[src/design/gb3_pkg.sv]
`timescale 1ns / 1ps
// Shared types and constants of the 3x3 Gaussian blur stream block.
// No dependencies; every other file of the block imports this package.

package gb3_pkg;

  localparam int PixW         = 8;
  localparam int FrameWidthW  = 11;
  localparam int FrameHeightW = 13;
  localparam int WeightW      = 24;
  localparam int FracW        = 16;
  localparam int SumW         = 10;   // sum of four pixels
  localparam int CfgAddrW     = 3;
  localparam int CfgDataW     = 24;

  localparam int MaxWidthDef  = 1024;
  localparam int MaxHeightDef = 4096;
  localparam int OutqDepth    = 8;    // power of two

  // Configuration register indexes.
  localparam logic [CfgAddrW-1:0] CfgFrameWidth   = 3'd0;
  localparam logic [CfgAddrW-1:0] CfgFrameHeight  = 3'd1;
  localparam logic [CfgAddrW-1:0] CfgCenterWeight = 3'd2;
  localparam logic [CfgAddrW-1:0] CfgEdgeWeight   = 3'd3;
  localparam logic [CfgAddrW-1:0] CfgCornerWeight = 3'd4;

  // Register values after reset.
  localparam logic [FrameWidthW-1:0]  RstFrameWidth   = 11'd640;
  localparam logic [FrameHeightW-1:0] RstFrameHeight  = 13'd480;
  localparam logic [WeightW-1:0]      RstCenterWeight = 24'd3412155;
  localparam logic [WeightW-1:0]      RstEdgeWeight   = 24'd2069580;
  localparam logic [WeightW-1:0]      RstCornerWeight = 24'd1255110;

  typedef struct packed {
    logic [WeightW-1:0] center_w;
    logic [WeightW-1:0] side_w;
    logic [WeightW-1:0] corner_w;
  } gb3_weights_t;

  // Border-corrected neighborhood of one output pixel.
  typedef struct packed {
    logic [PixW-1:0] center;
    logic [SumW-1:0] sides;
    logic [SumW-1:0] corners;
    logic            last;
  } gb3_taps_t;

  typedef struct packed {
    logic [PixW-1:0] pixel;
    logic            last;
  } gb3_result_t;

endpackage

[src/design/gb3_mac.sv]
`timescale 1ns / 1ps
// Weighted sum of the neighborhood: three parallel multiplies, a sum, the
// Q.16 truncation and saturation to one byte. Uses gb3_pkg.

module gb3_mac
  import gb3_pkg::*;
(
  input  logic         clk_i,
  input  logic         rst_ni,
  input  logic         valid_i,
  input  gb3_taps_t    taps_i,
  input  gb3_weights_t weights_i,
  output logic         valid_o,
  output gb3_result_t  res_o,
  output logic [1:0]   inflight_o
);

  localparam int ProdCW = WeightW + PixW;
  localparam int ProdSW = WeightW + SumW;
  localparam int AccW   = ProdSW + 2;

  logic              a_valid_q;
  gb3_taps_t         a_taps_q;
  logic              b_valid_q;
  logic              b_last_q;
  logic [ProdCW-1:0] prod_c_q;
  logic [ProdSW-1:0] prod_s_q;
  logic [ProdSW-1:0] prod_k_q;
  logic [AccW-1:0]   acc;

  always_ff @(posedge clk_i or negedge rst_ni) begin
    if (!rst_ni) begin
      a_valid_q <= 1'b0;
      b_valid_q <= 1'b0;
    end else begin
      a_valid_q <= valid_i;
      b_valid_q <= a_valid_q;
    end
  end

  always_ff @(posedge clk_i) begin
    a_taps_q <= taps_i;
    prod_c_q <= ProdCW'(weights_i.center_w) * ProdCW'(a_taps_q.center);
    prod_s_q <= ProdSW'(weights_i.side_w) * ProdSW'(a_taps_q.sides);
    prod_k_q <= ProdSW'(weights_i.corner_w) * ProdSW'(a_taps_q.corners);
    b_last_q <= a_taps_q.last;
  end

  always_comb begin
    acc = AccW'(prod_c_q) + AccW'(prod_s_q) + AccW'(prod_k_q);
    res_o.last = b_last_q;
    if (|acc[AccW-1:FracW+PixW]) begin
      res_o.pixel = '1;
    end else begin
      res_o.pixel = acc[FracW+PixW-1:FracW];
    end
  end

  assign valid_o    = b_valid_q;
  assign inflight_o = {1'b0, a_valid_q} + {1'b0, b_valid_q};

endmodule

[config.mk]
export PLATFORM = sky130hd
export DESIGN_NAME = gb3_mac
export DESIGN_NICKNAME = d
export VERILOG_FILES = /design/src/design/gb3_pkg.sv /design/src/design/gb3_mac.sv
export SDC_FILE = /design/constraint.sdc
export NUM_CORES = 2
export LEC_CHECK = 0
export BUFFER_PORTS_ARGS = -buffer_cell sky130_fd_sc_hd__buf_2
export CAP_MARGIN = 0
export CORE_ASPECT_RATIO = 1.5
export CORE_UTILIZATION = 33
export DETAILED_ROUTE_END_ITERATION = 12
export GPL_ROUTABILITY_DRIVEN = 0
export SLEW_MARGIN = 10
export SYNTH_ARGS = -nofsm -noshare
export SYNTH_HDL_FRONTEND = slang
export SYNTH_SLANG_ARGS = --single-unit
[constraint.sdc]
create_clock -name clk_i -period 6.8 [get_ports clk_i]
set_input_delay 0.34 -clock clk_i [delete_from_list [all_inputs] [get_ports clk_i]]
set_output_delay 0.34 -clock clk_i [all_outputs]
set_load 0.005 [all_outputs]
==> impl_metrics.toml <==
[die]
start_util_pct = 33.48
ios = 116
dieArea_um2 = 78750
floorplan.rows = 124
core_area_um2 = 76490
fp.dieH_um = 343.2
fp.dieW_um = 229.5

[cts]
root_buffer = "clkbuf_16"
clockBufferDepth = 2
cts_htree_levels = 4
tritoncts = "built"
insertion_delay_ns = 0.47
cts_num_sinks = 132
cts_made_buffers = 17
clkTransAtPathRegs_ns = 0.07

[min_path]
hp-start = "taps_i[1]"
hold_path.class = "input port to flip-flop"

[drt]
via_per_inst = 4.791
ant_nets = 0
first_pass_iters = 5
wl_per_cell_um = 16.21
wirelength_um = 63080
drc = 0
drt_iter0_drc = 713
num_vias = 18650

[global_route]
grt_max_degree = 25
grt_pass1_wl_um = 106200
grt_pass1_vias = 20630
overflow = 0
grt_util_all_layers_pct = 17.07
antenna_found_initial = 2

[yosys]
synth_compound_area_share_pct = 8.369
synth_xor_xnor_area_share_pct = 3.078
synth_top_family_by_area = "adder cells"
yosysUniqueCellTypes = 87
ys_warn_count = 0
ys_seq_area_share_pct = 10.36
synth_cells = 2794
synth_simple_gate_area_share_pct = 18.37
syn-num-nets = 3635
postSynthAreaPerCell_um2 = 9.166
synth_flop_cell = "dfxtp_1"
ys_ff_latch = 132
synthArstFlopShare_pct = 1.515
synth_fa_ha_area_share_pct = 50.99
muxShareOfSynthArea_pct = 0.1661
synth_area_um2 = 25610
synth_edf_count = 0

[sta]
setup_viol = 0
finalHoldViolCount = 0
rsz0062_at_grt = "false"
worst_pin_slew_ns = 0.9950
fmax_mhz = 159.5
slew_viol_final = 0
setup_tns_ns = 0
finalWorstPathRequiredPeriod_ns = 6.269
slew_headroom_pct = 33.57
fin_skew_ns = 0.01550
finalCritPeriodShare_pct = 92.19

[setup_path]
crit_type = "flip-flop to flip-flop"
cp-startpoint = "a_taps_q[16]$_DFF_P_"
r2r_start = "a_taps_q[16]$_DFF_P_"
arrival_ns = 6.68
cp-end-kind = "flip-flop"
startpoint_type = "flip-flop"
required_ns = 7.21
path_max_fanout = 24

[cells_and_area]
n_fill_cell = 7793
finalNonFillerCells = 3892
nets = 3711
seq_area_um2 = 2653
drive_gt1_share_pct = 7.217
syn_to_final_growth_pct = 9.805
multi_input_area_um2 = 20730

[place]
dpl.cell_count = 3832
portBuffers = 115
hpwl_um = 53470

[outcome]
status = "finished clean"

[job]
cap_violations = 0
==> cells in the mapped netlist, drive strengths merged (5+ instances only) <==
library cell / n / area share [%]
a211oi: 16 / 0.56
a21o: 43 / 1.3
a21oi: 85 / 1.7
a31oi: 5 / 0.21
and2: 355 / 8.7
and3: 5 / 0.13
buf: 9 / 0.15
clkbuf: 100 / 1.5
dfxtp: 130 / 10
fa: 511 / 40
ha: 226 / 11
inv: 482 / 7.1
nand2: 384 / 5.6
nand2b: 12 / 0.29
nand3: 32 / 0.64
nand4: 12 / 0.29
nor2: 72 / 1.1
nor2b: 10 / 0.24
nor3: 22 / 0.45
o211ai: 11 / 0.34
o21a: 14 / 0.41
o21ai: 55 / 1.1
o21bai: 16 / 0.47
o31ai: 9 / 0.34
or2: 6 / 0.15
or3: 8 / 0.21
xnor2: 59 / 2.0
xor2: 31 / 1.1
==> registers in the layout (all words and copies together) (netlist names) <==
| signal | flops |
|---|---|
| prod_k_q | 34 |
| prod_s_q | 34 |
| prod_c_q | 32 |
| a_taps_q | 29 |
| a_valid_q | 1 |
| b_last_q | 1 |
| valid_o | 1 |
==> layout make-up <==
cell class                 instances  area share [%]
antenna                            2         0.01780
multi-input combinational       2071           73.74
clock buffer                      20           1.624
inverter                         482           6.434
sequential                       132           9.433
tap                             1008           4.485
clock inverter                    11          0.6229
timing repair buffer             166           3.648
==> kinds of logic after synthesis <==
kind of cell | after synthesis
AO/OA/AOI/OAI | 304
adder cells (fa/ha/maj) | 737
flip-flops | 132
buffers and inverters | 591
XOR/XNOR | 90
multiplexers | 4
AND/OR/NAND/NOR | 936
==> critical path, stage by stage (launching register included) <==
cell and delay (ns):
dfxtp_1 0.87, and2_1 0.26, fa_1 0.45, fa_1 0.57
fa_1 0.43, fa_1 0.52, inv_1 0.06, fa_1 0.48
inv_1 0.04, ha_1 0.37, nand3_2 0.12, or3_1 0.43
o31ai_1 0.29, o21ai_1 0.17, o21ai_0 0.38, o221a_2 0.30
a41oi_1 0.14, a21oi_1 0.18, xor2_1 0.15
==> cell usage in the layout (no fill, tap or decap), drive strengths merged, types with 14 or more instances in the layout <==
master / synthesis / final
nor3: 22 / 22
dlygate4sd3: 0 / 27
xnor2: 59 / 59
nand2: 384 / 384
nand3: 32 / 32
buf: 9 / 139
dfxtp: 130 / 130
o21a: 14 / 14
inv: 482 / 484
and2: 355 / 355
o21ai: 55 / 55
clkbuf: 100 / 20
a211oi: 16 / 16
o21bai: 16 / 16
a21o: 43 / 43
fa: 511 / 511
ha: 226 / 226
nor2: 72 / 72
a21oi: 85 / 85
xor2: 31 / 31
==> final timing paths <==
kind	slack, ns	cells after the start	end
min	0.04	1	a_taps_q[1]$_DFF_P_
max in group asynchronous	6.53	2	a_valid_q$_DFF_PN0_
max	0.53	18	prod_s_q[32]$_DFF_P_
min reg2reg	0.33	0	b_last_q$_DFF_P_
min in group asynchronous	0.17	2	valid_o$_DFF_PN0_
max reg2reg	0.53	18	prod_s_q[32]$_DFF_P_
==> routing by layer <==
layer | vias up | global-route usage (%) | part of all wire (%)
li1 | 8795 | - | -
met1 | 9466 | 19.50 | 40
met2 | 285 | 31.71 | 53
met3 | 102 | 1.812 | 2.2
met4 | 0 | 7.792 | 4.3
met5 | - | 0 | 0
==> timing repair <==
action,CTS,global route
buffers inserted,0,0
resized for setup,0,0
hold endpoints to repair,28,0
hold buffers,27,0
==> through the flow <==
stage	setup slack (ns)	utilization (%)	hold slack, ns	area [um2]
floorplan	1.032	-	0.04441	25610
global placement	0.6317	35.58	0.1250	27210
detailed placement	0.5408	35.58	0.1288	27210
CTS	0.4972	36.76	0.0004211	28120
global route	0.1850	36.76	0.001379	28120
finish	0.5307	36.76	0.04274	28120
Power is left out: the tool's default activity adds up to more than one toggle a clock period on the data nets, which glitch-free logic cannot reach.
