## config.mk

```make
export PLATFORM = sky130hd
export DESIGN_NAME = gb3_posdiv
export DESIGN_NICKNAME = d
export VERILOG_FILES = /design/src/design/gb3_pkg.sv /design/src/design/gb3_posdiv.sv
export SDC_FILE = /design/constraint.sdc
export NUM_CORES = 1
export LEC_CHECK = 0
export BUFFER_PORTS_ARGS = -buffer_cell sky130_fd_sc_hd__buf_2
export CORE_UTILIZATION = 52
export CTS_CLUSTER_SIZE = 28
export DETAILED_ROUTE_END_ITERATION = 10
export GPL_TIMING_DRIVEN = 1
export HOLD_SLACK_MARGIN = 0.06
export PLACE_DENSITY = 0.8
export SKIP_CTS_REPAIR_TIMING = 1
export SLEW_MARGIN = 20
export SYNTH_ARGS = -nofsm -noshare
export SYNTH_HDL_FRONTEND = slang
export SYNTH_SLANG_ARGS = --single-unit
```

## constraint.sdc

```tcl
create_clock -name clk_i -period 2.65 [get_ports clk_i]
set_input_delay 0.6625 -clock clk_i [delete_from_list [all_inputs] [get_ports clk_i]]
set_output_delay 0.6625 -clock clk_i [all_outputs]
set_load 0.01 [all_outputs]
```

## src/design/gb3_pkg.sv

```systemverilog
`timescale 1ns / 1ps
// Shared types and constants of the 3x3 Gaussian blur stream block.
// No dependencies; every other file of the block imports this package.

package gb3_pkg;

  localparam int PixW         = 8;
  localparam int FrameWidthW  = 11;
  localparam int FrameHeightW = 13;
  localparam int WeightW      = 24;
  localparam int FracW        = 16;
  localparam int SumW         = 10;   // sum of four pixels
  localparam int CfgAddrW     = 3;
  localparam int CfgDataW     = 24;

  localparam int MaxWidthDef  = 1024;
  localparam int MaxHeightDef = 4096;
  localparam int OutqDepth    = 8;    // power of two

  // Configuration register indexes.
  localparam logic [CfgAddrW-1:0] CfgFrameWidth   = 3'd0;
  localparam logic [CfgAddrW-1:0] CfgFrameHeight  = 3'd1;
  localparam logic [CfgAddrW-1:0] CfgCenterWeight = 3'd2;
  localparam logic [CfgAddrW-1:0] CfgEdgeWeight   = 3'd3;
  localparam logic [CfgAddrW-1:0] CfgCornerWeight = 3'd4;

  // Register values after reset.
  localparam logic [FrameWidthW-1:0]  RstFrameWidth   = 11'd640;
  localparam logic [FrameHeightW-1:0] RstFrameHeight  = 13'd480;
  localparam logic [WeightW-1:0]      RstCenterWeight = 24'd3412155;
  localparam logic [WeightW-1:0]      RstEdgeWeight   = 24'd2069580;
  localparam logic [WeightW-1:0]      RstCornerWeight = 24'd1255110;

  typedef struct packed {
    logic [WeightW-1:0] center_w;
    logic [WeightW-1:0] side_w;
    logic [WeightW-1:0] corner_w;
  } gb3_weights_t;

  // Border-corrected neighborhood of one output pixel.
  typedef struct packed {
    logic [PixW-1:0] center;
    logic [SumW-1:0] sides;
    logic [SumW-1:0] corners;
    logic            last;
  } gb3_taps_t;

  typedef struct packed {
    logic [PixW-1:0] pixel;
    logic            last;
  } gb3_result_t;

endpackage

```

## src/design/gb3_posdiv.sv

```systemverilog
`timescale 1ns / 1ps
// Bit-serial restoring divider, one quotient bit per cycle, used to rebuild
// the output row and column after a configuration write. Uses gb3_pkg.

module gb3_posdiv
  import gb3_pkg::*;
#(
  parameter int DW = 23,
  parameter int VW = FrameWidthW
) (
  input  logic          clk_i,
  input  logic          rst_ni,
  input  logic          start_i,
  input  logic [DW-1:0] dividend_i,
  input  logic [VW-1:0] divisor_i,
  output logic          busy_o,
  output logic          done_o,
  output logic [DW-1:0] quot_o,
  output logic [VW-1:0] rem_o
);

  localparam int CntW = $clog2(DW + 1);

  logic [DW-1:0]   quo_q;
  logic [VW-1:0]   rem_q;
  logic [CntW-1:0] cnt_q;
  logic            busy_q;
  logic            done_q;
  logic [VW:0]     trial;
  logic [VW:0]     diff;
  logic            fits;

  always_comb begin
    trial = {rem_q, quo_q[DW-1]};
    diff  = trial - {1'b0, divisor_i};
    fits  = trial >= {1'b0, divisor_i};
  end

  always_ff @(posedge clk_i or negedge rst_ni) begin
    if (!rst_ni) begin
      quo_q  <= '0;
      rem_q  <= '0;
      cnt_q  <= '0;
      busy_q <= 1'b0;
      done_q <= 1'b0;
    end else begin
      done_q <= 1'b0;
      if (start_i) begin
        quo_q  <= dividend_i;
        rem_q  <= '0;
        cnt_q  <= CntW'(DW);
        busy_q <= 1'b1;
      end else if (busy_q) begin
        quo_q <= {quo_q[DW-2:0], fits};
        rem_q <= fits ? diff[VW-1:0] : trial[VW-1:0];
        cnt_q <= cnt_q - 1'b1;
        if (cnt_q == CntW'(1)) begin
          busy_q <= 1'b0;
          done_q <= 1'b1;
        end
      end
    end
  end

  assign busy_o = busy_q || done_q;
  assign done_o = done_q;
  assign quot_o = quo_q;
  assign rem_o  = rem_q;

endmodule

```

==> results of run 1 <==
how the worst max path moves through the flow:
stage,endpoint,slack (ps),startpoint,cells after the start
after floorplan,rem_o[9],100,divisor_i[0],10
after global placement,rem_o[9],10,divisor_i[0],11
after detailed placement,rem_o[6],-70,divisor_i[0],11
after CTS,rem_o[6],220,divisor_i[0],11
after global routing,rem_o[6],60,quot_o[22],11
final,rem_o[6],190,divisor_i[0],11
per-layer routing:
metal	share of wire, %	vias up	GRT usage [%]
li1	-	1096	-
met1	47	1015	30.69
met2	49	42	36.34
met3	3.0	6	3.611
met4	0.83	0	5.011
met5	0	-	0
flip-flops by register name, indices dropped and copies added, names as in the netlist:
register	flops
busy_q	1
cnt_q	5
done_o	1
quot_o	23
rem_o	11
worst reg2reg max path: stages, from the launching register on:
cell	delay (ps)
dfrtp_1	390
inv_1	60
ha_1	150
inv_1	60
fa_1	410
a211oi_2	310
buf_4	160
o21bai_1	90
a21oi_1	210
xnor2_1	150
nand2_1	90
a311oi_2	280
final cells by class:
class / instances / share of cell area (%)
Inverter: 18 / 2.181
Clock inverter: 3 / 0.5654
Multi-Input combinational cell: 198 / 45.11
Timing Repair Buffer: 82 / 14.05
Tap cell: 67 / 2.706
Sequential cell: 41 / 33.16
Clock buffer: 5 / 2.221
synthesized netlist by cell type (4+ instances only):
cell      count
a21oi_1       8
a311oi_2      8
clkbuf_1      9
dfrtp_1      41
ha_1         13
inv_1        18
mux2i_1      23
nand2_1      43
nand2b_1      8
nor2_1       15
o211ai_1      4
o21ai_0      26
xnor2_1       8
kinds of logic after synthesis:
kind of cell    Yosys count  synth area share (%)
simple gates             80                 14.31
compound gates           70                 20.48
flops                    41                 40.18
buf+inv                  32                 5.095
mux                      23                 9.015
fa+ha+maj                14                 7.154
xor+xnor                 11                 3.773
through the flow:
step | instances | util, % | setup slack (ps) | setup TNS [ps]
6_report | 414 | 65.59 | 188.7 | 0
5_1_grt | 414 | 65.59 | 59.86 | 0
4_1_cts | 414 | 65.59 | 217.5 | 0
3_5_place_dp | 406 | 63.76 | -71.20 | -184.4
3_3_place_gp | 406 | 63.76 | 13.17 | 0
2_1_floorplan | 271 | - | 103.9 | 0
where the power goes:
part / leakage [nW] / internal (W) / switching (W) / total (W)
clock: 0.0439 / 0.000182 / 0.000222 / 0.000404
combinational: 1.12 / 0.000554 / 0.000665 / 0.00122
sequential: 0.503 / 0.000733 / 0.000118 / 0.000851
total: 1.67 / 0.00147 / 0.00100 / 0.00247
==> results by stage, run 1 <==
Critical path:
- The setup path with the least slack is of type primary input to flop.
- The arrival time at the worst endpoint is 2660 ps.
- Walking the worst path, the cells encountered are buf_2, ha_1, inv_1, fa_1, a211oi_2, buf_4, o21bai_1, a21oi_1, xnor2_1, nand2_1, a311oi_2.
- The largest stage delay on the critical path is 410 ps.
- The kind of start point of the critical path is a primary input.
- Together, buffers and inverters on the worst path number 3.
- The number of cells on the worst reg-to-reg path is 11.
- Among cell families on the critical path, the largest total delay comes from compound AO/OA/AOI/OAI gates.
- The end of the worst register-to-register path is rem_o[6].
- The sort of element at the end of the critical path is a flop.
- Among all stages on the critical path, the largest delay is contributed by fa_1.
- STA puts the critical path data required time at 2850 ps.
- The startpoint of the worst register-to-register path is quot_o[22].
- The biggest fanout along the worst timing path is 2.
- The worst setup slack for register-to-register paths is 210 ps.

Finish:
- The area occupied by registers is 0.001027 mm2.
- The library cell used most frequently in the layout, excluding fill and tap cells, is buf_2.
- The signed area change from the synthesized netlist to the final layout is 21.31%.
- Leaving out fill and tap cells, the most frequent cells in the layout are 72 x buf_2, 43 x nand2_1, 40 x dfrtp_1.
- The number of antenna repair diodes is 0.
- The finished cells cover 0.003098 mm2.
- The filler cells instantiated in the layout total 400.
- The share of layout cells above drive strength 1 is 30.84%.
- In the final layout, the multi-input gates occupy 0.001398 mm2.
- The post-layout net count is 397.

Timing:
- The worst path needs 2461 ps of the cycle, external delays included.
- For the pin with the worst max-slew slack, the measured transition is 800.6 ps.
- The max-slew violation total from the final report is 0.
- Setup repair after global routing left no endpoint under its margin.
- On the final layout, the worst clock skew is 8.039 ps.
- The number of endpoints failing setup at the final stage is 0.
- The worst slew slack as a fraction of its limit is 46.63%.
- The upper clock frequency limit is 406.3 MHz.
- Of the available clock period, the critical path in the final layout requires 92.88%.
- The count of final hold-check violations is 0.
- The final-layout worst hold slack is 363.3 ps.

Logic synthesis:
- A synthesized cell averages 9.423 um2.
- Of all cell types, the one taking the most synthesized area is dfrtp_1.
- For this run, the number of Yosys warnings is 0.
- The sequential element share of the synthesized area is 40.18%.
- In this run, synthesis produced a sequential element count of 41.
- The number of standard cells after synthesis is 271.
- The dominant register cell in the synthesized netlist is dfrtp_1.
- In the post-synthesis netlist, the biggest area contributors are dfrtp_1 40%, mux2i_1 9.0%, ha_1 6.4%, nand2_1 6.3%, o21ai_0 5.1%.
- The synthesized design devotes to its leading area cell type 40.18% of total area.
- When the netlist entered floorplanning its net count stood at 322.
- The post-synthesis cell area is 0.002554 mm2.
- The distinct cell type count of the synthesized netlist is 42.
- Counting flops with an async set or reset pin after synthesis yields a share of 100.0%.
- In this run, synthesis inferred 0 flip-flops with an integrated enable.

Global routing:
- The initial antenna violation count was 0.
- Entering global routing, the biggest net connects 57 pins.
- For this run, the total global-route usage over all layers was measured as 22.08%.
- The number of global-route vias before repair is 2012.
- The first-pass GRT wire length is 9.177 mm.
- The sum of overflow across all layers after global routing is 0.

Route:
- The number of vias per cell after detailed routing is 5.215.
- The average wire per cell in the routed design is 13.31 um.
- For this block, the initial DRC count from the detailed router was 153.
- The count of antenna-violating nets left after detailed routing is 0.
- The total length of routed wires is 5.511 mm.
- The via total after detailed routing is 2159.
- The first detailed-routing pass took 7 iterations.
- In the routed design, unresolved DRC markers number 0.

Die:
- Once the floorplan was initialized, standard cells occupied 54.07% of the core.
- The core box area is 0.004723 mm2.
- The die is 72.08 um wide.
- 73 I/O pins were placed.
- The floorplan step set the die height to 72.08 um.
- The die outline area is 0.005196 mm2.
- The number of standard-cell rows in the floorplan is 25.

Power:
- The standby leakage power is 1.672 nW.
- The highest ir drop seen on vdd is 0.0003787 V.
- The completed layout was analyzed and its total power is 0.002474 W.
- The total power per unit cell area is 798.5 mW/mm2.

Place:
- The post-place instance area is 0.003012 mm2.
- Detailed placement finished with a half-perimeter wire length of 4.047 mm.
- The global placer's final weighted congestion is 0.8949.
- The number of port buffers is 72.

Clock network:
- The clock insertion delay at the later pin of the skew report is 290 ps.
- CTS saw 41 sinks.
- The clock-pin slew of the registers on the worst-case setup and hold paths is 90 ps.
- The H-tree depth is 2.
- The clock tree root driver cell is clkbuf_8.
- Counting along the longest clock path gives a buffer depth of 2.
- The clock tree from TritonCTS is built.
- The number of buffers added by the clock tree synthesis step is 5.

Run status:
- The flow ran to the end, and the final reports show no timing, DRC or antenna violations.

Worst hold path:
- The type of the most critical hold path is primary input to async pin.

Flow run:
- The number of maximum-capacitance constraint violations is 0.
(Power assumes the default switching activity.)
==> run 2, diff against run 1 <==
PLACE_DENSITY = 0.85   (was 0.8)
==> results by stage, run 2 (synthesized netlist as in run 1, its figures left out) <==
Clock network:
- The deepest clock path buffer count is 2 (unchanged).
- The TritonCTS sink count is 41 (unchanged).
- The clock insertion delay at the later pin of the skew report is 290 ps (about the same).
- The clock-pin slew of the registers on the worst-case setup and hold paths is 80 ps (about the same).
- The H-tree depth was 2 (unchanged).
- In this run the clock root is driven by a clkbuf_8.
- The number of buffers added by the clock tree synthesis step was 5 (unchanged).
- TritonCTS built the clock tree.

Die:
- The height of the chip is 72.08 um (unchanged).
- The core box area is 0.004723 mm2 (unchanged).
- The number of standard-cell rows in the floorplan is 25 (unchanged).
- The width of the die is 72.08 um (unchanged).
- The die outline area is 0.005196 mm2 (unchanged).
- The starting density of the core is 54.07% (unchanged).
- The total I/O pin count is 73 (unchanged).

Finish:
- The filler cell count in the final layout is 396 (-1.0%).
- Leaving out fill and tap cells, the most frequent cell in the layout is buf_2.
- The share of layout cells above drive strength 1 is 29.77% (-1.1 points).
- The signed area change from the synthesized netlist to the final layout is 21.26% (about the same).
- Leaving out fill and tap cells, the most frequent cells in the layout are 72 x buf_2, 43 x nand2_1, 40 x dfrtp_1.
- The area of the multi-input gates is 0.001398 mm2 (unchanged).
- The post-layout net count is 396 (-0.25%).
- The area occupied by registers is 0.001027 mm2 (unchanged).
- The number of antenna repair diodes came to 0 (unchanged).
- The post-layout utilization of the core was 65.56% (about the same).
- The number of flip-flops in the largest register is 23 (unchanged).

Route:
- The number of remaining DRC errors is 0 (unchanged).
- The detailed-router iteration count before antenna repair came to 4 (-3).
- The average wire per cell in the routed design came to 13.71 um (+3.0%).
- The via total after detailed routing is 2188 (+1.3%).
- The number of vias per cell after detailed routing is 5.298 (+1.6%).
- The count of antenna-violating nets left after detailed routing is 0 (unchanged).
- The iteration-0 DRC count of the detailed router was 117 (-24%).
- The total length of routed wires is 5.662 mm (+2.7%).

Run status:
- The run finished with clean final reports.

Timing:
- The final-layout worst hold slack is 242.9 ps (-120.4 ps).
- The period utilization is 91.90% (-0.98 points).
- Setup repair after global routing left no endpoint under its margin.
- The count of final hold-check violations is 0 (unchanged).
- The upper clock frequency limit is 410.6 MHz (+1.1%).
- The final setup skew came to 5.727 ps (-2.312 ps).
- The final critical-path required period is 2435 ps (-25.91 ps).
- The worst slew slack as a fraction of its limit was 68.04% (+21 points).
- The transition at the pin with the smallest max-transition slack came to 479.4 ps (-321.1 ps).
- The number of endpoints failing setup at the final stage is 0 (unchanged).
- The max-slew violation total from the final report was 0 (unchanged).

Worst hold path:
- The type of the most critical hold path is primary input to async pin.

Place:
- The post-detailed-placement half-perimeter wirelength is 4.159 mm (+2.8%).
- The number of port buffers is 72 (unchanged).
- The global placer's final weighted congestion is 0.8662 (-3.2%).

Global routing:
- The initial antenna violation count was 0 (unchanged).
- The sum of overflow across all layers after global routing is 0 (unchanged).
- The total global-route track usage is 22.68% (+0.60 points).
- The first-pass GRT wire length came to 9.218 mm (+0.45%).
- The number of global-route vias before repair is 2043 (+1.5%).
- The maximum number of pins on one net before global-route repair is 38 (-33%).

Critical path:
- The kind of start point of the critical path is a flop.
- The worst setup slack for register-to-register paths was 210 ps (about the same).
- The required arrival time at the worst endpoint is 2850 ps (about the same).
- The sort of element at the end of the critical path is a flop.
- The end of the worst register-to-register path is rem_o[6].
- The worst register-to-register path begins at quot_o[22].
- The arrival time at the worst endpoint is 2630 ps (-30 ps).
- The biggest fanout along the worst timing path is 2 (unchanged).
- The setup path with the least slack is of type flop to flop.
- The number of cells on the worst reg-to-reg path is 11 (unchanged).

Power:
- The standby leakage power is 1.667 nW (-0.31%).
- The highest ir drop seen on vdd is 0.0005030 V (+33%).
- The total power per unit cell area is 792.2 mW/mm2 (-0.79%).

Flow run:
- The number of maximum-capacitance constraint violations was 0 (unchanged).
-- run 2: layout make-up --
type / instances / share of cell area [%]
clock buffers: 8 / 2.586
well taps: 67 / 2.707
multi-input cells: 198 / 45.13
flip-flops and latches: 41 / 33.17
inverters: 18 / 2.182
repair buffers: 81 / 14.22
-- run 2: report_power, final --
group / total (W) / switching, W / leakage [nW] / internal (W)
Clock: 0.000391 / 0.000204 / 0.0395 / 0.000187
Combinational: 0.00121 / 0.000664 / 1.12 / 0.000550
Sequential: 0.000847 / 0.000114 / 0.503 / 0.000734
Total: 0.00245 / 0.000982 / 1.67 / 0.00147
-- run 2: per-stage QoR --
stage	power (W)	std cells	TNS, ps	worst slack [ps]	area (um2)
after CTS	0.002457	413	0	224.1	3097
after global routing	0.002630	413	0	57.40	3097
after detailed placement	0.002070	405	-327.0	-67.30	3017
after floorplan	0.001709	271	0	103.9	2554
after global placement	0.002024	405	0	7.177	3017
final	0.002453	413	0	214.6	3097
-- run 2: critical path: stages, from the launching register on --
cell and delay [ps]:
dfrtp_1 390, inv_1 60, ha_1 150, inv_1 50, fa_1 420, a211oi_2 300, buf_4 160, o21bai_1 80
a21oi_1 210, xnor2_1 140, nand2_1 80, a311oi_2 280
-- run 2: routing by layer --
layer | track usage [%] | share of wire [%] | up-vias
met1 | 29.34 | 45 | 1043
met5 | 0 | 0 | -
met2 | 38.94 | 51 | 45
met4 | 4.575 | 0.39 | 0
li1 | - | - | 1098
met3 | 5.417 | 3.5 | 2
-- run 2: worst max path at each step --
stage	start	end	slack [ps]	cells after the start
finish	quot_o[22]	rem_o[6]	210	11
global route	divisor_i[7]	rem_o[8]	60	10
CTS	quot_o[22]	rem_o[6]	220	11
detailed placement	divisor_i[0]	rem_o[6]	-70	11
global placement	divisor_i[0]	rem_o[9]	7	11
floorplan	divisor_i[0]	rem_o[9]	100	10
