**src/design/gb3_pkg.sv**
```systemverilog
`timescale 1ns / 1ps
// Shared types and constants of the 3x3 Gaussian blur stream block.
// No dependencies; every other file of the block imports this package.

package gb3_pkg;

  localparam int PixW         = 8;
  localparam int FrameWidthW  = 11;
  localparam int FrameHeightW = 13;
  localparam int WeightW      = 24;
  localparam int FracW        = 16;
  localparam int SumW         = 10;   // sum of four pixels
  localparam int CfgAddrW     = 3;
  localparam int CfgDataW     = 24;

  localparam int MaxWidthDef  = 1024;
  localparam int MaxHeightDef = 4096;
  localparam int OutqDepth    = 8;    // power of two

  // Configuration register indexes.
  localparam logic [CfgAddrW-1:0] CfgFrameWidth   = 3'd0;
  localparam logic [CfgAddrW-1:0] CfgFrameHeight  = 3'd1;
  localparam logic [CfgAddrW-1:0] CfgCenterWeight = 3'd2;
  localparam logic [CfgAddrW-1:0] CfgEdgeWeight   = 3'd3;
  localparam logic [CfgAddrW-1:0] CfgCornerWeight = 3'd4;

  // Register values after reset.
  localparam logic [FrameWidthW-1:0]  RstFrameWidth   = 11'd640;
  localparam logic [FrameHeightW-1:0] RstFrameHeight  = 13'd480;
  localparam logic [WeightW-1:0]      RstCenterWeight = 24'd3412155;
  localparam logic [WeightW-1:0]      RstEdgeWeight   = 24'd2069580;
  localparam logic [WeightW-1:0]      RstCornerWeight = 24'd1255110;

  typedef struct packed {
    logic [WeightW-1:0] center_w;
    logic [WeightW-1:0] side_w;
    logic [WeightW-1:0] corner_w;
  } gb3_weights_t;

  // Border-corrected neighborhood of one output pixel.
  typedef struct packed {
    logic [PixW-1:0] center;
    logic [SumW-1:0] sides;
    logic [SumW-1:0] corners;
    logic            last;
  } gb3_taps_t;

  typedef struct packed {
    logic [PixW-1:0] pixel;
    logic            last;
  } gb3_result_t;

endpackage

```
**src/design/gb3_outq.sv**
```systemverilog
`timescale 1ns / 1ps
// Result queue in front of the output stream; it parts the two sides so that
// a waiting result does not hold up the input. Uses gb3_pkg.

module gb3_outq
  import gb3_pkg::*;
#(
  localparam int PtrW = $clog2(OutqDepth),
  localparam int CntW = $clog2(OutqDepth + 1)
) (
  input  logic            clk_i,
  input  logic            rst_ni,
  input  logic            push_i,
  input  gb3_result_t     push_data_i,
  output logic            valid_o,
  input  logic            ready_i,
  output gb3_result_t     data_o,
  output logic [CntW-1:0] count_o
);

  gb3_result_t     slot_q [OutqDepth];
  logic [PtrW-1:0] head_q;
  logic [PtrW-1:0] tail_q;
  logic [CntW-1:0] count_q;
  logic            pop;

  assign valid_o = count_q != '0;
  assign pop     = valid_o && ready_i;
  assign data_o  = slot_q[head_q];
  assign count_o = count_q;

  always_ff @(posedge clk_i) begin
    if (push_i) begin
      slot_q[tail_q] <= push_data_i;
    end
  end

  always_ff @(posedge clk_i or negedge rst_ni) begin
    if (!rst_ni) begin
      head_q  <= '0;
      tail_q  <= '0;
      count_q <= '0;
    end else begin
      if (push_i) begin
        tail_q <= tail_q + 1'b1;
      end
      if (pop) begin
        head_q <= head_q + 1'b1;
      end
      count_q <= count_q + CntW'(push_i) - CntW'(pop);
    end
  end

endmodule

```
**config.mk**
```make
export PLATFORM = sky130hd
export DESIGN_NAME = gb3_outq
export DESIGN_NICKNAME = d
export VERILOG_FILES = /design/src/design/gb3_pkg.sv /design/src/design/gb3_outq.sv
export SDC_FILE = /design/constraint.sdc
export NUM_CORES = 1
export LEC_CHECK = 0
export BUFFER_PORTS_ARGS = -buffer_cell sky130_fd_sc_hd__buf_2
export CORE_MARGIN = 2
export CORE_UTILIZATION = 35
export DETAILED_ROUTE_END_ITERATION = 8
export PLACE_DENSITY_LB_ADDON = 0.2
export SLEW_MARGIN = 30
export SYNTH_ARGS = -nofsm -noshare
export SYNTH_HDL_FRONTEND = slang
export SYNTH_SLANG_ARGS = --single-unit
```
**constraint.sdc**
```tcl
create_clock -name clk_i -period 2.4 [get_ports clk_i]
set_input_delay 0.12 -clock clk_i [delete_from_list [all_inputs] [get_ports clk_i]]
set_output_delay 0.12 -clock clk_i [all_outputs]
set_load 0.005 [all_outputs]
```
==> flow_metrics.py, run 1 <==
metrics = {
    "timing": {
        "period_share_pct": 94.8,
        "drv_slew": 0,
        "fin_worst_skew_ns": 0.0106,
        "period_minus_slack_ns": 2.28,
        "rsz0062_at_grt": "false",
        "tightest_slew_ns": 0.738,
        "slew_headroom_pct": 50.8,
        "setup_viol": 0,
        "hold_viol": 0,
        "max_freq_mhz": 439,
        "tns_ns": 0,
    },
    "yosys": {
        "synthMuxAreaShare_pct": 17.9,
        "synthSimpleGateAreaFrac_pct": 2.40,
        "synth_xor_area_share_pct": 1.57,
        "yosysUniqueCellTypes": 23,
        "dominantRegCellSynth": "edfxtp_1",
        "avgSynthCellArea_um2": 21.1,
        "synthAdderAreaFrac_pct": 3.22,
        "synth_top_area_share_pct": 64.7,
        "yosys.cell_count.top_type": "edfxtp_1",
        "seq_area_frac_synth_pct": 72.2,
        "synth.area.top_cells": "edfxtp_1 65%, dfrtp_1 7.5%, mux4_1 7.1%",
        "synth_top_family_by_area": "multiplexers",
        "ys_ff_latch": 82,
        "yosys_warnings": 0,
        "yosysTopAreaCell": "edfxtp_1",
        "synth_edf_count": 72,
        "synth_compound_area_share_pct": 0.375,
        "netlist_area_um2": 3340,
        "async_flop_share_pct": 12.2,
        "synthTopCellsByCount": "72 x edfxtp_1, 10 x dfrtp_1",
        "syn-num-nets": 179,
        "netlist_instances": 158,
    },
    "power_and_ir_drop": {
        "p_sw_share_pct": 30.3,
        "p_clk_share_pct": 20.4,
        "leakagePower_nw": 1.43,
        "power_frac_comb_pct": 34.1,
        "p_per_area_nw_per_um2": 1140,
        "cell_internal_pwr_mw": 3.08,
        "switching_power_mw": 1.34,
        "power_frac_seq_pct": 45.5,
        "ir_worst_vdd_mv": 0.560,
    },
    "routing": {
        "final_antenna_net_count": 0,
        "vias": 1561,
        "vias_per_cell": 4.62,
        "firstDrtPassIters": 4,
        "drc": 0,
        "drt_iter0_drc": 113,
        "wirelength_um": 5890,
        "post_drt_wl_per_cell_um": 17.4,
    },
    "clock_network": {
        "cts.sinks": 82,
        "post_cts.repair.setup_buffers": 0,
        "cts.clk_slew.worst_paths_ns": 0.09,
        "insertion_delay_ns": 0.35,
        "cts_inserted_buffers": 9,
        "clk_path_buf_depth": 2,
        "cts_tree": "done",
        "cts_max_level": 3,
        "cts_root_buf": "clkbuf_8",
    },
    "placement": {
        "hpwl_um": 3770,
        "port_buffers": 26,
        "placed_cells": 321,
        "gp_congestion": 0.734,
    },
    "worst_hold_path": {
        "hold_class": "in -> reg",
    },
    "cells_and_area": {
        "layout-drive-gt1-share_pct": 36.4,
        "multi_input_area_um2": 855,
        "fin_nets": 225,
        "diodes": 0,
        "nFillCells": 825,
        "synthToLayoutAreaGrowth_pct": 16.0,
        "final-seq-area_um2": 2410,
        "final_cells": 338,
    },
    "setup_path": {
        "crit_buf_inv": 4,
        "criticalPathCategory": "reg -> reg",
        "max_stage_delay_ns": 0.38,
        "startpoint_type": "flip-flop",
        "worstPathArrival_ns": 2.52,
        "cp_max_fo": 3,
        "crit_required_ns": 2.64,
        "cp_top_family": "adder cells",
        "crit_top_cell": "inv_1",
        "worst_path_max_delay_cell": "dfrtp_1",
        "cp-end-kind": "flip-flop",
        "worstPathCellList": "inv_1 > ha_1 > or3b_4 > nand2_2 > inv_1 > ha_1 > inv_1 > ha_1 > inv_1 > fa_1 > xnor2_1",
    },
    "floorplanning": {
        "dieArea_um2": 10300,
        "die_w_um": 102,
        "coreArea_um2": 9240,
        "start_util_pct": 36.2,
        "die_h_um": 102,
        "rows": 35,
        "ios": 27,
    },
    "run": {
        "drv_cap": 0,
    },
    "status": {
        "status": "finished, final reports clean",
    },
    "grt": {
        "grt_max_degree": 16,
        "grt_pass1_wl_um": 9120,
        "grt-ovfl-total": 0,
        "antenna_found_initial": 0,
        "gr-usage-all-layers_pct": 12.6,
        "grt_pass1_vias": 1663,
    },
}
==> power by group through the flow <==
stage,clock (mW),sequential (mW),combinational (mW)
floorplan,0,1.95,1.14
global placement,0,2.03,1.49
detailed placement,0,2.05,1.53
CTS,0.933,2.02,1.54
global route,0.990,2.05,1.67
finish,0.903,2.01,1.51
==> sequential cells by signal, indices dropped and copies added, names as in the netlist <==
register / cells
head_q: 3
slot_q: 72
count_o: 4
tail_q: 3
==> layer usage <==
metal	GRT usage [%]	vias up	routed length [um]
met5	0	-	0
met4	5.30	0	78
met3	3.73	5	205
met2	19.7	27	2800
met1	16.7	808	2810
li1	-	721	-
==> final cells by class <==
class                      instances  area share, %
clock buffer                      10           3.29
clock inverter                     6           1.26
inverter                           9          0.872
multi-input combinational         62           22.0
sequential                        82           62.2
tap                              129           4.16
timing repair buffer              40           6.13
==> worst reg2reg max path: stages (launching register included) <==
cell and delay, ns:
dfrtp_1 0.38, inv_1 0.09, ha_1 0.14, or3b_4 0.38
nand2_2 0.08, inv_1 0.05, ha_1 0.27, inv_1 0.06
ha_1 0.15, inv_1 0.06, fa_1 0.37, xnor2_1 0.14
==> path summary, 6_finish.rpt <==
path | endpoint | start | slack [ns] | depth (start not counted)
worst max register to register | count_o[2] | count_o[2] | 0.12 | 11
max in group asynchronous | head_q[0] | rst_ni | 2.04 | 2
worst max-delay path | count_o[2] | count_o[2] | 0.12 | 11
worst min-delay path | slot_q[7][8] | push_data_i[8] | 0.03 | 1
worst min register to register | tail_q[1] | tail_q[1] | 0.57 | 1
min in group asynchronous | count_o[3] | rst_ni | 0.15 | 2
==> timing repair <==
item,in CTS,in global routing
hold buffers,1,0
gates resized for setup,0,2
setup endpoints to repair,0,3
hold endpoints to repair,10,0
==> logic make-up (layout without fill, tap and decap cells) <==
family | count (synthesis) | in the layout
mux | 29 | 29
flops | 82 | 82
buf+inv | 14 | 65
fa+ha+maj | 8 | 8
compound gates | 2 | 2
xor+xnor | 6 | 6
simple gates | 17 | 17
==> cells in the final DEF, fill, tap and decap left out, types with 2 or more instances in the layout <==
master and instances:
mux4_1 9, nor3_1 2, edfxtp_1 72, mux2_4 9
ha_1 7, buf_2 26, inv_1 9, mux2_2 2
inv_6 4, buf_4 13, nor2_1 6, xnor2_1 4
dfrtp_1 10, mux4_2 9, nand2_1 3, nand2b_1 3
clkbuf_8 9, xor2_1 2
==> per-stage QoR <==
| step | total power, mW | util [%] | area, um2 | worst slack [ns] | hold slack [ns] |
|---|---|---|---|---|---|
| floorplan | 3.09 | - | 3340 | 0.0719 | -0.176 |
| global placement | 3.52 | 39.9 | 3680 | 0.129 | -0.0118 |
| detailed placement | 3.58 | 39.9 | 3680 | 0.0333 | -0.00193 |
| CTS | 4.49 | 41.9 | 3870 | 0.0159 | 0.0117 |
| global route | 4.71 | 41.9 | 3880 | 0.00967 | 0.0330 |
| finish | 4.42 | 41.9 | 3880 | 0.124 | 0.0326 |
No activity file was read; power rests on OpenSTA's default activity.
==> run 2: changes to the inputs <==
--- a/config.mk
+++ b/config.mk
@@ -10,6 +10,7 @@
 export CORE_UTILIZATION = 35
 export DETAILED_ROUTE_END_ITERATION = 8
 export PLACE_DENSITY_LB_ADDON = 0.2
+export REMOVE_ABC_BUFFERS = 1
 export SLEW_MARGIN = 30
 export SYNTH_ARGS = -nofsm -noshare
 export SYNTH_HDL_FRONTEND = slang
==> run 2 against run 1 <==
Compared with the run above: cell count decreased by 0.30%; wire length about the same; critical endpoint unchanged; global-route usage decreased by 0.18 points; total power increased by 3.1%; highest routed layer unchanged; largest power group unchanged; die area unchanged; sequential share of layout area decreased by 0.44 points; sequential power about the same; cell area increased by 0.71%.
==> flow_metrics.py, run 2 (synthesized netlist as in run 1, its figures left out) <==
metrics = {
    "status": {
        "status": "finished, final reports clean",
    },
    "floorplanning": {
        "die_w_um": 102,
        "coreArea_um2": 9240,
        "dieArea_um2": 10300,
        "ios": 27,
        "start_util_pct": 36.2,
        "die_h_um": 102,
        "rows": 35,
    },
    "grt": {
        "grt_max_degree": 21,
        "gr-usage-all-layers_pct": 12.5,
        "grt_pass1_vias": 1681,
        "grt_pass1_wl_um": 9100,
        "antenna_found_initial": 0,
        "grt-ovfl-total": 0,
    },
    "setup_path": {
        "crit_required_ns": 2.62,
        "criticalPathCategory": "reg -> reg",
        "cp_max_fo": 3,
        "startpoint_type": "flip-flop",
        "cp-end-kind": "flip-flop",
        "worstPathArrival_ns": 2.49,
    },
    "routing": {
        "wirelength_um": 5900,
        "post_drt_wl_per_cell_um": 17.5,
        "final_antenna_net_count": 0,
        "drt_iter0_drc": 115,
        "drc": 0,
        "firstDrtPassIters": 4,
        "vias_per_cell": 4.58,
        "vias": 1545,
    },
    "placement": {
        "placed_cells": 320,
        "port_buffers": 26,
        "dp_slack_ns": 0.0182,
        "gp_congestion": 0.793,
        "hpwl_um": 3730,
    },
    "cells_and_area": {
        "layout-drive-gt1-share_pct": 36.1,
        "finalCoreUtilization_pct": 42.2,
        "final_cells": 337,
        "fin_nets": 224,
        "mostFrequentLayoutCell": "edfxtp_1",
        "diodes": 0,
        "largest_reg_flops": 72,
        "final_cell_mix": "72 x edfxtp_1, 26 x buf_2, 12 x buf_4",
        "synthToLayoutAreaGrowth_pct": 16.9,
        "top_register": "slot_q",
    },
    "timing": {
        "rsz0062_at_grt": "true",
        "setup_viol": 0,
        "max_freq_mhz": 441,
        "period_share_pct": 94.5,
        "tightest_slew_ns": 0.714,
        "slew_headroom_pct": 52.4,
        "whs_ns": 0.0454,
        "period_minus_slack_ns": 2.27,
        "worst_slack_ns": 0.131,
        "tns_ns": 0,
        "hold_viol": 0,
        "drv_slew": 0,
        "fin_worst_skew_ns": 0.00507,
    },
    "clock_network": {
        "cts.clk_slew.worst_paths_ns": 0.08,
        "insertion_delay_ns": 0.33,
        "cts_tree": "done",
        "cts_inserted_buffers": 9,
        "cts_max_level": 3,
        "cts_root_buf": "clkbuf_8",
        "cts.sinks": 82,
        "clk_path_buf_depth": 2,
    },
    "worst_hold_path": {
        "hold_class": "in -> reg",
    },
    "power_and_ir_drop": {
        "p_per_area_nw_per_um2": 1170,
        "ir_worst_vdd_mv": 0.497,
        "leakagePower_nw": 1.43,
    },
    "run": {
        "drv_cap": 0,
    },
}
run 2: critical path, stage by stage (launching register included):
cell     delay [ns]
dfrtp_1        0.38
inv_1          0.08
ha_1           0.14
or3b_4         0.38
nand2_2        0.08
inv_1          0.04
ha_1           0.27
inv_1          0.06
ha_2           0.17
inv_1          0.05
fa_1           0.37
xnor2_1        0.14
run 2: stage by stage:
stage	total power, mW	instance area, um2
after floorplan	3.01	3300
after global placement	3.51	3680
after detailed placement	3.58	3680
after CTS	4.63	3900
after global routing	4.85	3900
final	4.56	3900
run 2: cell type report:
class	instances	area [um2]
clock inverters	6	81.3
repair buffers	39	230
multi-input cells	62	857
clock buffers	10	128
fillers	813	5340
well taps	129	161
flip-flops and latches	82	2410
inverters	9	33.8
run 2: per-layer routing:
metal	wire length (um)	vias to the layer above	track usage, %
li1	-	719	-
met1	2600	785	15.9
met2	2970	35	20.4
met3	264	6	2.55
met4	68	0	5.82
met5	0	-	0
run 2: worst paths after layout:
| check | slack (ns) | endpoint | startpoint | cells past startpoint |
|---|---|---|---|---|
| worst max-delay path | 0.13 | count_o[2] | count_o[2] | 11 |
| worst min-delay path | 0.05 | slot_q[5][0] | push_data_i[0] | 1 |
| worst max register to register | 0.13 | count_o[2] | count_o[2] | 11 |
| worst min register to register | 0.59 | tail_q[1] | tail_q[1] | 1 |
| max in group asynchronous | 2.03 | head_q[0] | rst_ni | 2 |
| min in group asynchronous | 0.18 | head_q[1] | rst_ni | 2 |
run 2: what timing repair did:
item | CTS | global route
gates resized for setup | 0 | 3
endpoints found under the hold margin | 10 | 0
endpoints found under the setup margin | 0 | 3
setup buffers | 0 | 0
hold buffers | 1 | 0
run 2: report_power, final:
part	total (mW)	internal [mW]	switching [mW]
clock	1.04	0.579	0.463
combinational	1.53	0.858	0.669
sequential	1.99	1.83	0.162
total	4.56	3.27	1.29
==> run 3: changes to the inputs <==
--- a/config.mk
+++ b/config.mk
@@ -7,7 +7,7 @@
 export LEC_CHECK = 0
 export BUFFER_PORTS_ARGS = -buffer_cell sky130_fd_sc_hd__buf_2
 export CORE_MARGIN = 2
-export CORE_UTILIZATION = 35
+export CORE_UTILIZATION = 45
 export DETAILED_ROUTE_END_ITERATION = 8
 export PLACE_DENSITY_LB_ADDON = 0.2
 export REMOVE_ABC_BUFFERS = 1
==> run 3 against run 2 <==
Compared with the run above: clock power shrank 10%; core utilization grew 11 points; sequential share of layout area is 0.60 points higher; register-to-register slack worse by 0.04 ns; worst hold slack lost 0.0022 ns; global-route usage grew 2.6 points; total power down 2.0%; non-clock buffer count grew 3; fmax fell by 1.5%; combinational power about the same.
==> flow_metrics.py, run 3 (synthesized netlist as in run 1, its figures left out) <==
metrics = {
    "clock_network": {
        "cts_max_level": 3,
        "insertion_delay_ns": 0.34,
        "cts_root_buf": "clkbuf_8",
        "cts.clk_slew.worst_paths_ns": 0.08,
        "cts_tree": "done",
        "cts.sinks": 82,
        "cts_inserted_buffers": 9,
        "clk_path_buf_depth": 2,
    },
    "cells_and_area": {
        "diodes": 0,
        "final_cells": 310,
        "synthToLayoutAreaGrowth_pct": 15.7,
        "fin_nets": 227,
        "fin_area_um2": 3870,
        "final_cell_mix": "72 x edfxtp_1, 26 x buf_2, 15 x buf_4",
        "nFillCells": 597,
        "layout-drive-gt1-share_pct": 37.4,
        "mostFrequentLayoutCell": "edfxtp_1",
        "top_register": "slot_q",
        "largest_reg_flops": 72,
    },
    "timing": {
        "drv_slew": 0,
        "period_minus_slack_ns": 2.30,
        "whs_ns": 0.0432,
        "hold_viol": 0,
        "tns_ns": 0,
        "period_share_pct": 96.0,
        "max_freq_mhz": 434,
        "fin_worst_skew_ns": 0.00991,
        "setup_viol": 0,
        "tightest_slew_ns": 0.745,
        "slew_headroom_pct": 50.3,
    },
    "setup_path": {
        "worstPathArrival_ns": 2.54,
        "startpoint_type": "flip-flop",
        "crit_required_ns": 2.64,
        "cp_max_fo": 3,
        "r2r_setup_slack_ns": 0.1,
        "worstPathCellList": "inv_2 > ha_1 > or3b_4 > nand2_2 > inv_1 > ha_1 > inv_1 > ha_2 > inv_1 > fa_2 > inv_1",
        "critPathCapture": "count_o[1]",
        "r2r_end": "count_o[1]",
        "criticalPathCategory": "reg -> reg",
        "crit_top_cell": "inv_1",
        "cp-end-kind": "flip-flop",
        "r2r_cells": 11,
        "reg2reg_from": "count_o[2]",
        "worst_path_max_delay_cell": "fa_2",
        "setup.worst_path.start": "count_o[2]",
        "max_stage_delay_ns": 0.52,
    },
    "routing": {
        "drc": 0,
        "final_antenna_net_count": 0,
        "firstDrtPassIters": 4,
        "wirelength_um": 5660,
        "post_drt_wl_per_cell_um": 18.3,
        "vias": 1583,
        "vias_per_cell": 5.11,
        "drt_iter0_drc": 113,
    },
    "placement": {
        "port_buffers": 26,
        "gp_congestion": 0.751,
        "hpwl_um": 3730,
        "placed_cells": 292,
        "placed_area_um2": 3650,
    },
    "grt": {
        "grt_pass1_wl_um": 8870,
        "gr-usage-all-layers_pct": 15.1,
        "grt_max_degree": 21,
        "grt_pass1_vias": 1653,
        "grt-ovfl-total": 0,
        "antenna_found_initial": 0,
    },
    "worst_hold_path": {
        "hold_class": "in -> reg",
        "holdPathStages": 1,
    },
    "power_and_ir_drop": {
        "leakagePower_nw": 1.44,
        "ir_worst_vdd_mv": 0.503,
        "p_total_mw": 4.47,
        "p_per_area_nw_per_um2": 1160,
    },
    "floorplanning": {
        "start_util_pct": 46.3,
        "coreArea_um2": 7210,
        "die_w_um": 90.2,
        "dieArea_um2": 8130,
        "ios": 27,
        "rows": 31,
        "die_h_um": 90.2,
    },
    "run": {
        "drv_cap": 0,
    },
    "status": {
        "status": "finished, final reports clean",
    },
}
-- run 3: changes by cell type in the layout (fill, tap and decap cells not counted) --
cell        before  now
clkinvlp_4       1    0
fa_1             1    0
bufinv_16        2    1
buf_4           12   15
clkbuf_1         1    2
inv_6            0    1
inv_1            9    8
fa_2             0    1
inv_2            0    1
-- run 3: final cells by class --
type	count	area, um2	area share [%]
clock buffer	11	131	3.40
clock inverter	5	52.6	1.36
inverter	9	33.8	0.874
multi-input combinational	62	860	22.2
sequential	82	2410	62.4
tap	99	124	3.20
timing repair buffer	42	253	6.54
-- run 3: critical path: cells and delay by family, from the launching register on --
kind / cells / cell delay, ns
fa+ha+maj: 4 / 1.09
flops: 1 / 0.39
simple gates: 2 / 0.48
buf+inv: 5 / 0.26
-- run 3: worst min-delay path by stage --
stage                     slack (ns)           end           start
final                           0.04  slot_q[1][6]  push_data_i[6]
after global routing            0.05  slot_q[5][1]  push_data_i[1]
after CTS                       0.03  slot_q[7][6]  push_data_i[6]
after detailed placement      -0.007     tail_q[0]          rst_ni
after global placement         -0.01     tail_q[0]          rst_ni
after floorplan                -0.18    count_o[0]          rst_ni
-- run 3: what timing repair did --
action / in CTS / in global routing
hold endpoints to repair: 10 / 0
buffers inserted: 0 / 1
resized for setup: 0 / 5
hold buffers: 1 / 0
setup endpoints to repair: 0 / 3
-- run 3: routing by layer --
layer  vias up  part of all wire [%]  track usage, %  routed length [um]
met5         -                     0               0                   0
met4         0                   1.8            7.82                 101
met3         8                   3.1            2.85                 173
met2        32                    51            25.1                2890
met1       824                    44            19.0                2500
li1        719                     -               -                   -
-- run 3: through the flow --
step	util (%)	setup slack, ns
detailed placement	50.7	0.0153
global placement	50.7	0.129
floorplan	-	0.0719
global route	53.6	-0.0132
CTS	53.3	0.00489
finish	53.6	0.0963
-- run 3: report_power, final --
part	switching [mW]	internal, mW
sequential	0.193	1.83
combinational	0.642	0.873
clock	0.455	0.478
total	1.29	3.18
